File: src/hdl/slip_frame_decoder_defines.svh
// Assertion macros for the SLIP frame decoder
`ifndef SLIP_FRAME_DECODER_DEFINES_SVH
`define SLIP_FRAME_DECODER_DEFINES_SVH

`ifndef SYNTH

`define SFD_ASSERT_IMP(lbl, clk, rstn, ante, cons, msg) \
    lbl: assert property (@(posedge clk) disable iff (!(rstn)) (ante) |-> (cons)) \
        else $error(msg);

`define SFD_ASSERT_NXT(lbl, clk, rstn, ante, cons, msg) \
    lbl: assert property (@(posedge clk) disable iff (!(rstn)) (ante) |=> (cons)) \
        else $error(msg);

`else

`define SFD_ASSERT_IMP(lbl, clk, rstn, ante, cons, msg)

`define SFD_ASSERT_NXT(lbl, clk, rstn, ante, cons, msg)

`endif

`endif

File: src/hdl/slipd_pkg.sv
package slipd_pkg;

    localparam int BYTE_W = 8;
    localparam int LEN_W  = 7;

    localparam logic [BYTE_W-1:0] CODE_END     = 8'hC0;
    localparam logic [BYTE_W-1:0] CODE_ESC     = 8'hDB;
    localparam logic [BYTE_W-1:0] CODE_ESC_END = 8'hDC;
    localparam logic [BYTE_W-1:0] CODE_ESC_ESC = 8'hDD;

    typedef enum logic {
        CMD_STORE = 1'b0,
        CMD_END   = 1'b1
    } cmd_kind_t;

    typedef struct packed {
        cmd_kind_t         kind;
        logic [BYTE_W-1:0] data;
    } cmd_t;

endpackage

File: src/hdl/slipd_front.sv
module slipd_front (
    input  logic                          aclk,
    input  logic                          aresetn,
    input  logic                          s_tvalid,
    output logic                          s_tready,
    input  logic [slipd_pkg::BYTE_W-1:0]  s_tdata,
    output logic                          push_valid,
    input  logic                          push_ready,
    output slipd_pkg::cmd_t               push_cmd
);
    import slipd_pkg::*;

    logic esc_reg, esc_next;
    logic has_data_reg, has_data_next;
    logic accept;

    assign s_tready = push_ready;
    assign accept   = s_tvalid && push_ready;

    always_comb begin
        esc_next      = esc_reg;
        has_data_next = has_data_reg;
        push_valid    = 1'b0;
        push_cmd.kind = CMD_STORE;
        push_cmd.data = s_tdata;
        if (accept) begin
            if (s_tdata == CODE_END) begin
                // end on an empty frame is a no-op
                if (has_data_reg) begin
                    push_valid    = 1'b1;
                    push_cmd.kind = CMD_END;
                    esc_next      = 1'b0;
                    has_data_next = 1'b0;
                end
            end else if (s_tdata == CODE_ESC) begin
                esc_next = 1'b1;
            end else begin
                push_valid    = 1'b1;
                esc_next      = 1'b0;
                has_data_next = 1'b1;
                if (esc_reg && s_tdata == CODE_ESC_END) begin
                    push_cmd.data = CODE_END;
                end else if (esc_reg && s_tdata == CODE_ESC_ESC) begin
                    push_cmd.data = CODE_ESC;
                end
            end
        end
    end

    always_ff @(posedge aclk) begin
        if (!aresetn) begin
            esc_reg      <= 1'b0;
            has_data_reg <= 1'b0;
        end else begin
            esc_reg      <= esc_next;
            has_data_reg <= has_data_next;
        end
    end

endmodule

File: src/hdl/slipd_queue.sv
module slipd_queue (
    input  logic            aclk,
    input  logic            aresetn,
    input  logic            push_valid,
    output logic            push_ready,
    input  slipd_pkg::cmd_t push_cmd,
    output logic            pop_valid,
    input  logic            pop_ready,
    output slipd_pkg::cmd_t pop_cmd
);
    import slipd_pkg::*;

    cmd_t       entry_reg [2];
    logic       wr_ptr_reg, wr_ptr_next;
    logic       rd_ptr_reg, rd_ptr_next;
    logic [1:0] count_reg, count_next;
    logic       do_push, do_pop;

    assign push_ready = (count_reg != 2'd2);
    assign pop_valid  = (count_reg != 2'd0);
    assign pop_cmd    = entry_reg[rd_ptr_reg];
    assign do_push    = push_valid && push_ready;
    assign do_pop     = pop_valid && pop_ready;

    always_comb begin
        wr_ptr_next = do_push ? ~wr_ptr_reg : wr_ptr_reg;
        rd_ptr_next = do_pop ? ~rd_ptr_reg : rd_ptr_reg;
        count_next  = count_reg;
        if (do_push && !do_pop) begin
            count_next = count_reg + 2'd1;
        end else if (do_pop && !do_push) begin
            count_next = count_reg - 2'd1;
        end
    end

    always_ff @(posedge aclk) begin
        if (do_push) begin
            entry_reg[wr_ptr_reg] <= push_cmd;
        end
    end

    always_ff @(posedge aclk) begin
        if (!aresetn) begin
            wr_ptr_reg <= 1'b0;
            rd_ptr_reg <= 1'b0;
            count_reg  <= 2'd0;
        end else begin
            wr_ptr_reg <= wr_ptr_next;
            rd_ptr_reg <= rd_ptr_next;
            count_reg  <= count_next;
        end
    end

endmodule

File: src/hdl/slipd_back.sv
module slipd_back #(
    parameter int MAX_FRAME = 64
) (
    input  logic                         aclk,
    input  logic                         aresetn,
    input  logic                         pop_valid,
    output logic                         pop_ready,
    input  slipd_pkg::cmd_t              pop_cmd,
    output logic                         m_tvalid,
    input  logic                         m_tready,
    output logic [15:0]                  m_tdata,
    output logic                         m_tlast
);
    import slipd_pkg::*;

    localparam int AW = (MAX_FRAME > 1) ? $clog2(MAX_FRAME) : 1;
    localparam int FW = $clog2(MAX_FRAME + 1);

    typedef enum logic [1:0] {
        ST_IDLE  = 2'b01,
        ST_DRAIN = 2'b10
    } state_t;

    state_t            state_reg, state_next;
    logic [BYTE_W-1:0] store_mem [MAX_FRAME];
    logic [FW-1:0]     fill_reg, fill_next;
    logic              ovf_reg, ovf_next;
    logic [FW-1:0]     len_reg, len_next;
    logic              frame_ovf_reg, frame_ovf_next;
    logic [FW-1:0]     rd_cnt_reg, rd_cnt_next;
    logic              rd_valid_reg, rd_valid_next;
    logic              rd_last_reg, rd_last_next;
    logic [BYTE_W-1:0] rd_data_reg;
    logic              out_valid_reg, out_valid_next;
    logic [BYTE_W-1:0] out_byte_reg;
    logic              out_last_reg;
    logic [FW-1:0]     out_len_reg;
    logic              out_ovf_reg;
    logic              do_pop, do_write, do_read, is_last_rd, out_take;

    assign pop_ready  = (state_reg == ST_IDLE);
    assign do_pop     = pop_valid && pop_ready;
    assign do_write   = do_pop && pop_cmd.kind == CMD_STORE && fill_reg < FW'(MAX_FRAME);
    assign out_take   = out_valid_reg && m_tready;
    assign do_read    = (state_reg == ST_DRAIN) && !rd_valid_reg
                        && (!out_valid_reg || m_tready);
    assign is_last_rd = (rd_cnt_reg == len_reg - FW'(1));

    always_comb begin
        state_next     = state_reg;
        fill_next      = fill_reg;
        ovf_next       = ovf_reg;
        len_next       = len_reg;
        frame_ovf_next = frame_ovf_reg;
        rd_cnt_next    = rd_cnt_reg;
        rd_valid_next  = do_read;
        rd_last_next   = rd_last_reg;
        out_valid_next = out_valid_reg;
        case (state_reg)
            ST_IDLE: begin
                if (do_pop) begin
                    if (pop_cmd.kind == CMD_END) begin
                        len_next       = fill_reg;
                        frame_ovf_next = ovf_reg;
                        fill_next      = '0;
                        ovf_next       = 1'b0;
                        rd_cnt_next    = '0;
                        state_next     = ST_DRAIN;
                    end else if (do_write) begin
                        fill_next = fill_reg + FW'(1);
                    end else begin
                        ovf_next = 1'b1;
                    end
                end
            end
            ST_DRAIN: begin
                if (do_read) begin
                    rd_last_next = is_last_rd;
                    rd_cnt_next  = rd_cnt_reg + FW'(1);
                    if (is_last_rd) begin
                        state_next = ST_IDLE;
                    end
                end
            end
            default: begin
                state_next = ST_IDLE;
            end
        endcase
        if (rd_valid_reg) begin
            out_valid_next = 1'b1;
        end else if (out_take) begin
            out_valid_next = 1'b0;
        end
    end

    always_ff @(posedge aclk) begin
        if (do_write) begin
            store_mem[fill_reg[AW-1:0]] <= pop_cmd.data;
        end
        if (do_read) begin
            rd_data_reg <= store_mem[rd_cnt_reg[AW-1:0]];
        end
    end

    always_ff @(posedge aclk) begin
        if (rd_valid_reg) begin
            out_byte_reg <= rd_data_reg;
            out_last_reg <= rd_last_reg;
            out_len_reg  <= len_reg;
            out_ovf_reg  <= frame_ovf_reg;
        end
    end

    always_ff @(posedge aclk) begin
        if (!aresetn) begin
            state_reg     <= ST_IDLE;
            fill_reg      <= '0;
            ovf_reg       <= 1'b0;
            len_reg       <= '0;
            frame_ovf_reg <= 1'b0;
            rd_cnt_reg    <= '0;
            rd_valid_reg  <= 1'b0;
            rd_last_reg   <= 1'b0;
            out_valid_reg <= 1'b0;
        end else begin
            state_reg     <= state_next;
            fill_reg      <= fill_next;
            ovf_reg       <= ovf_next;
            len_reg       <= len_next;
            frame_ovf_reg <= frame_ovf_next;
            rd_cnt_reg    <= rd_cnt_next;
            rd_valid_reg  <= rd_valid_next;
            rd_last_reg   <= rd_last_next;
            out_valid_reg <= out_valid_next;
        end
    end

    assign m_tvalid = out_valid_reg;
    assign m_tlast  = out_last_reg;
    assign m_tdata  = {out_ovf_reg, LEN_W'(out_len_reg), out_byte_reg};

`include "slip_frame_decoder_defines.svh"

    `SFD_ASSERT_IMP(a_rd_into_free_out, aclk, aresetn, rd_valid_reg, !out_valid_reg, "read data would overwrite a held transfer")
    `SFD_ASSERT_IMP(a_fill_bound, aclk, aresetn, 1'b1, fill_reg <= FW'(MAX_FRAME), "fill count above capacity")
    `SFD_ASSERT_IMP(a_drain_nonempty, aclk, aresetn, state_reg == ST_DRAIN, len_reg != '0 && rd_cnt_reg < len_reg, "drain with empty frame or past its end")

endmodule

File: src/hdl/slip_frame_decoder.sv
// Flow: a stored byte passes through the queue and is written to the frame store while no
// frame is draining; after the END byte, each result passes the store read register and then
// the output register. Throughput: 1 input byte per cycle while the 2-entry queue has room;
// a new store read starts only once the previous one has moved on to the output register.
// Reset: synchronous active-low aresetn clears escape, fill count, overflow, queue and
// output valid; frame store contents are not cleared.
module slip_frame_decoder #(
    parameter int MAX_FRAME = 64
) (
    input  logic        aclk,
    input  logic        aresetn,
    input  logic        s_tvalid,
    output logic        s_tready,
    input  logic [7:0]  s_tdata,   // [7:0] rx_byte
    output logic        m_tvalid,
    input  logic        m_tready,
    output logic [15:0] m_tdata,   // [7:0] frame_byte, [14:8] frame_length, [15] overflowed
    output logic        m_tlast    // last_of_frame
);
    import slipd_pkg::*;

    logic push_valid, push_ready;
    logic pop_valid, pop_ready;
    cmd_t push_cmd, pop_cmd;

    slipd_front u_front (
        .aclk       (aclk),
        .aresetn    (aresetn),
        .s_tvalid   (s_tvalid),
        .s_tready   (s_tready),
        .s_tdata    (s_tdata),
        .push_valid (push_valid),
        .push_ready (push_ready),
        .push_cmd   (push_cmd)
    );

    slipd_queue u_queue (
        .aclk       (aclk),
        .aresetn    (aresetn),
        .push_valid (push_valid),
        .push_ready (push_ready),
        .push_cmd   (push_cmd),
        .pop_valid  (pop_valid),
        .pop_ready  (pop_ready),
        .pop_cmd    (pop_cmd)
    );

    slipd_back #(
        .MAX_FRAME (MAX_FRAME)
    ) u_back (
        .aclk      (aclk),
        .aresetn   (aresetn),
        .pop_valid (pop_valid),
        .pop_ready (pop_ready),
        .pop_cmd   (pop_cmd),
        .m_tvalid  (m_tvalid),
        .m_tready  (m_tready),
        .m_tdata   (m_tdata),
        .m_tlast   (m_tlast)
    );

endmodule

File: config.mk
export PLATFORM = sky130hd
export DESIGN_NAME = slip_frame_decoder
export DESIGN_NICKNAME = d
export VERILOG_FILES = /design/src/hdl/slipd_pkg.sv /design/src/hdl/slipd_front.sv /design/src/hdl/slipd_queue.sv /design/src/hdl/slipd_back.sv /design/src/hdl/slip_frame_decoder.sv
export VERILOG_INCLUDE_DIRS = /design/src /design/src/hdl
export SDC_FILE = /design/constraint.sdc
export NUM_CORES = 1
export LEC_CHECK = 0
export BUFFER_PORTS_ARGS = -buffer_cell sky130_fd_sc_hd__buf_2
export CORE_MARGIN = 8
export CORE_UTILIZATION = 41
export DETAILED_ROUTE_END_ITERATION = 8
export GPL_TIMING_DRIVEN = 0
export SYNTH_ARGS = -nofsm -noshare
export SYNTH_HDL_FRONTEND = slang
export SYNTH_HIERARCHICAL = 1
export SYNTH_SLANG_ARGS = --single-unit
File: constraint.sdc
create_clock -name aclk -period 2.82 [get_ports aclk]
set_input_delay 0.141 -clock aclk [delete_from_list [all_inputs] [get_ports aclk]]
set_output_delay 0.141 -clock aclk [all_outputs]
set_load 0.05 [all_outputs]
==> results_dict.tcl <==
set metrics [dict create \
    instances_no_fill 2195 \
    status "complete, but fails checks" \
    violations "capacitance limit, slew limit" \
    start_util_pct 41.5 \
    synth_area_leader_cell "edfxtp_1" \
    drt_wl_total_um 60300 \
    tightestPinTransition_ns 1.54 \
    dieWidth_um 255 \
    vias 12508 \
    crit_required_ns 3.16 \
    synth-edff-count 555 \
    core.rowCount 87 \
    synthArstFlopShare_pct 0 \
    wl_per_cell_um 27.5 \
    synthFlopType "edfxtp_1" \
    ant_nets 0 \
    clock_latency_ns 0.61 \
    design.die.area_sq_um 65100 \
    critPathCaptureType "flip-flop" \
    hold_viol_final 0 \
    clock.fmax_mhz 356 \
    ir_worst_vdd_mv 0.503 \
    period_needed_ns 2.81 \
    fp.coreArea_sq_um 56500 \
    clock-root-buffer "clkbuf_16" \
    multi_input_area_sq_um 6160 \
    max_stage_delay_ns 0.36 \
    ios 31 \
    antenna_found_initial 2 \
    synth_area_sq_um 23400 \
    grt_pass1_wl_um 86400 \
    hp-class "in2reg" \
    antenna_cells 0 \
    placed_cells 2032 \
    grt_usage_pct 18.4 \
    synth_seq_cells 590 \
    synthCells 1246 \
    yosys_warnings 6 \
    skew_ns 0.0162 \
    arrival_ns 3.15 \
    grt_overflow 0 \
    seq_area_sq_um 17400 \
    crit_chain "buf_6 -> buf_6 -> buf_4 -> buf_4 -> mux4_2 -> mux2i_1 -> o21ai_0 -> a32o_1" \
    start_kind "flip-flop" \
    drv_cap 2 \
    largest_reg_flops 512 \
    setup_violations 0 \
    cts_made_buffers 59 \
    grt_max_degree 65 \
    drive_gt1_share_pct 28.6 \
    cp_max_fo 10 \
    cp_slowest_cell "dfxtp_1" \
    syn_avg_cell_area_sq_um 18.8 \
    fin_tns_setup_ns 0 \
    synth_common_cells "edfxtp_1, nor2_1, mux4_2" \
    portBuffers 30 \
    die_y_um 255 \
    finalCritPeriodShare_pct 99.6 \
    area_growth_pct 18.0 \
    p_leak_nw 8.43 \
    clk_path_buf_depth 3 \
    drv_slew 18 \
    timing.hold.ws_ns 0.405 \
    synthTopCellsByArea "edfxtp_1, mux4_2, mux2i_1" \
    drc_errors 0 \
    fillers 4588 \
    nets 1409 \
    relSlewSlack_pct -2.65 \
    setup_slack_ns 0.0118 \
    ys_seq_area_share_pct 74.1 \
    fin_util_pct 48.9 \
    cts.clk_slew.worst_paths_ns 0.06 \
    pwr_density_cell_nw_per_um2 724 \
    synth.top_cell.area_share_pct 71.1 \
    pre_cts_slack_ns -0.519 \
    worstSetupPathType "reg2reg" \
    clock_sinks 590 \
    routed_via_density 5.70 \
    hpwl_um 37700 \
    synth_most_common_cell "edfxtp_1" \
    cts_tree "done" \
    ys_types 67 \
    h-tree-depth 2 \
    drtIter0Drc 1288 \
    first_pass_iters 5 \
    syn-num-nets 1262 \
    path_buf_inv 4 \
    place.gp.congestion 0.884 \
    grt_pass1_vias 12343 \
    cpLargestDelayFamily "buffers and inverters" \
]
per-layer routing:
metal	routed length (um)	part of all wire (%)	up-vias	global-route usage, %
met5	35	0.058	-	0
met4	2100	3.5	4	7.64
met3	4420	7.3	102	3.70
met2	28600	47	492	28.7
met1	25200	42	6567	25.3
li1	-	-	5343	-
tightest hold or removal path, stage by stage:
cell and delay (ns):
dlygate4sd3_1 0.51, buf_2 0.13, clkbuf_1 0.11
repair_timing:
item,in CTS,in global routing
hold buffers,16,0
endpoints found under the setup margin,511,329
hold endpoints to repair,29,0
resized for setup,108,57
setup buffers,14,27
pin swaps,4,19
cells by family after synthesis:
group | count (synthesis) | synth area share (%)
AO/OA/AOI/OAI | 129 | 3.99
XOR/XNOR | 17 | 0.636
adder cells (fa/ha/maj) | 4 | 0.214
buffers and inverters | 83 | 2.24
flip-flops | 590 | 74.1
multiplexers | 191 | 13.9
AND/OR/NAND/NOR | 232 | 4.88
area by class of cell:
| class | instances | area share, % |
|---|---|---|
| Sequential cell | 590 | 62.8 |
| Timing Repair Buffer | 87 | 2.78 |
| Buffer | 72 | 1.83 |
| Clock inverter | 31 | 1.00 |
| Inverter | 10 | 0.136 |
| Clock buffer | 76 | 5.72 |
| Multi-Input combinational cell | 573 | 22.3 |
| Tap cell | 756 | 3.42 |
cell usage in the layout, fill, tap and decap left out, types with 12 or more instances in the layout:
master         instances
o21ai_0               17
clkbuf_16             61
buf_6                 12
mux2i_1               69
dfxtp_1               35
a21oi_1               21
nor2_4                45
nor2_1                31
nand2_1               45
clkbuf_1              39
nor2_2                19
mux4_2                92
mux2_2                12
buf_2                 41
dlygate4sd3_1         16
buf_12                15
edfxtp_1             555
buf_4                 40
worst paths after layout:
kind	from	endpoint	slack, ns	cells past startpoint
worst min-delay path	s_tdata[0]	u_queue/entry_reg[0][0]	0.41	3
worst max-delay path	u_back/rd_cnt_reg[1]	u_back/rd_data_reg[3]	0.01	8
worst max register to register	u_back/rd_cnt_reg[1]	u_back/rd_data_reg[3]	0.01	8
worst min register to register	u_back/rd_data_reg[3]	u_back/out_byte_reg[3]	0.42	0
metrics by stage:
step | area, sq um | total power (W)
2_1_floorplan | 23400 | 0.0116
3_3_place_gp | 24500 | 0.0123
3_5_place_dp | 24500 | 0.0124
4_1_cts | 27000 | 0.0201
5_1_grt | 27700 | 0.0207
6_report | 27700 | 0.0200
report_power, final:
part | leakage [nW] | total, W | switching (W) | internal, W
logic | 2.24 | 0.00194 | 0.00154 | 0.000404
clock network | 0.905 | 0.00760 | 0.00321 | 0.00439
registers | 5.28 | 0.0105 | 0.0000567 | 0.0104
Power figures use the tool's default switching activity.
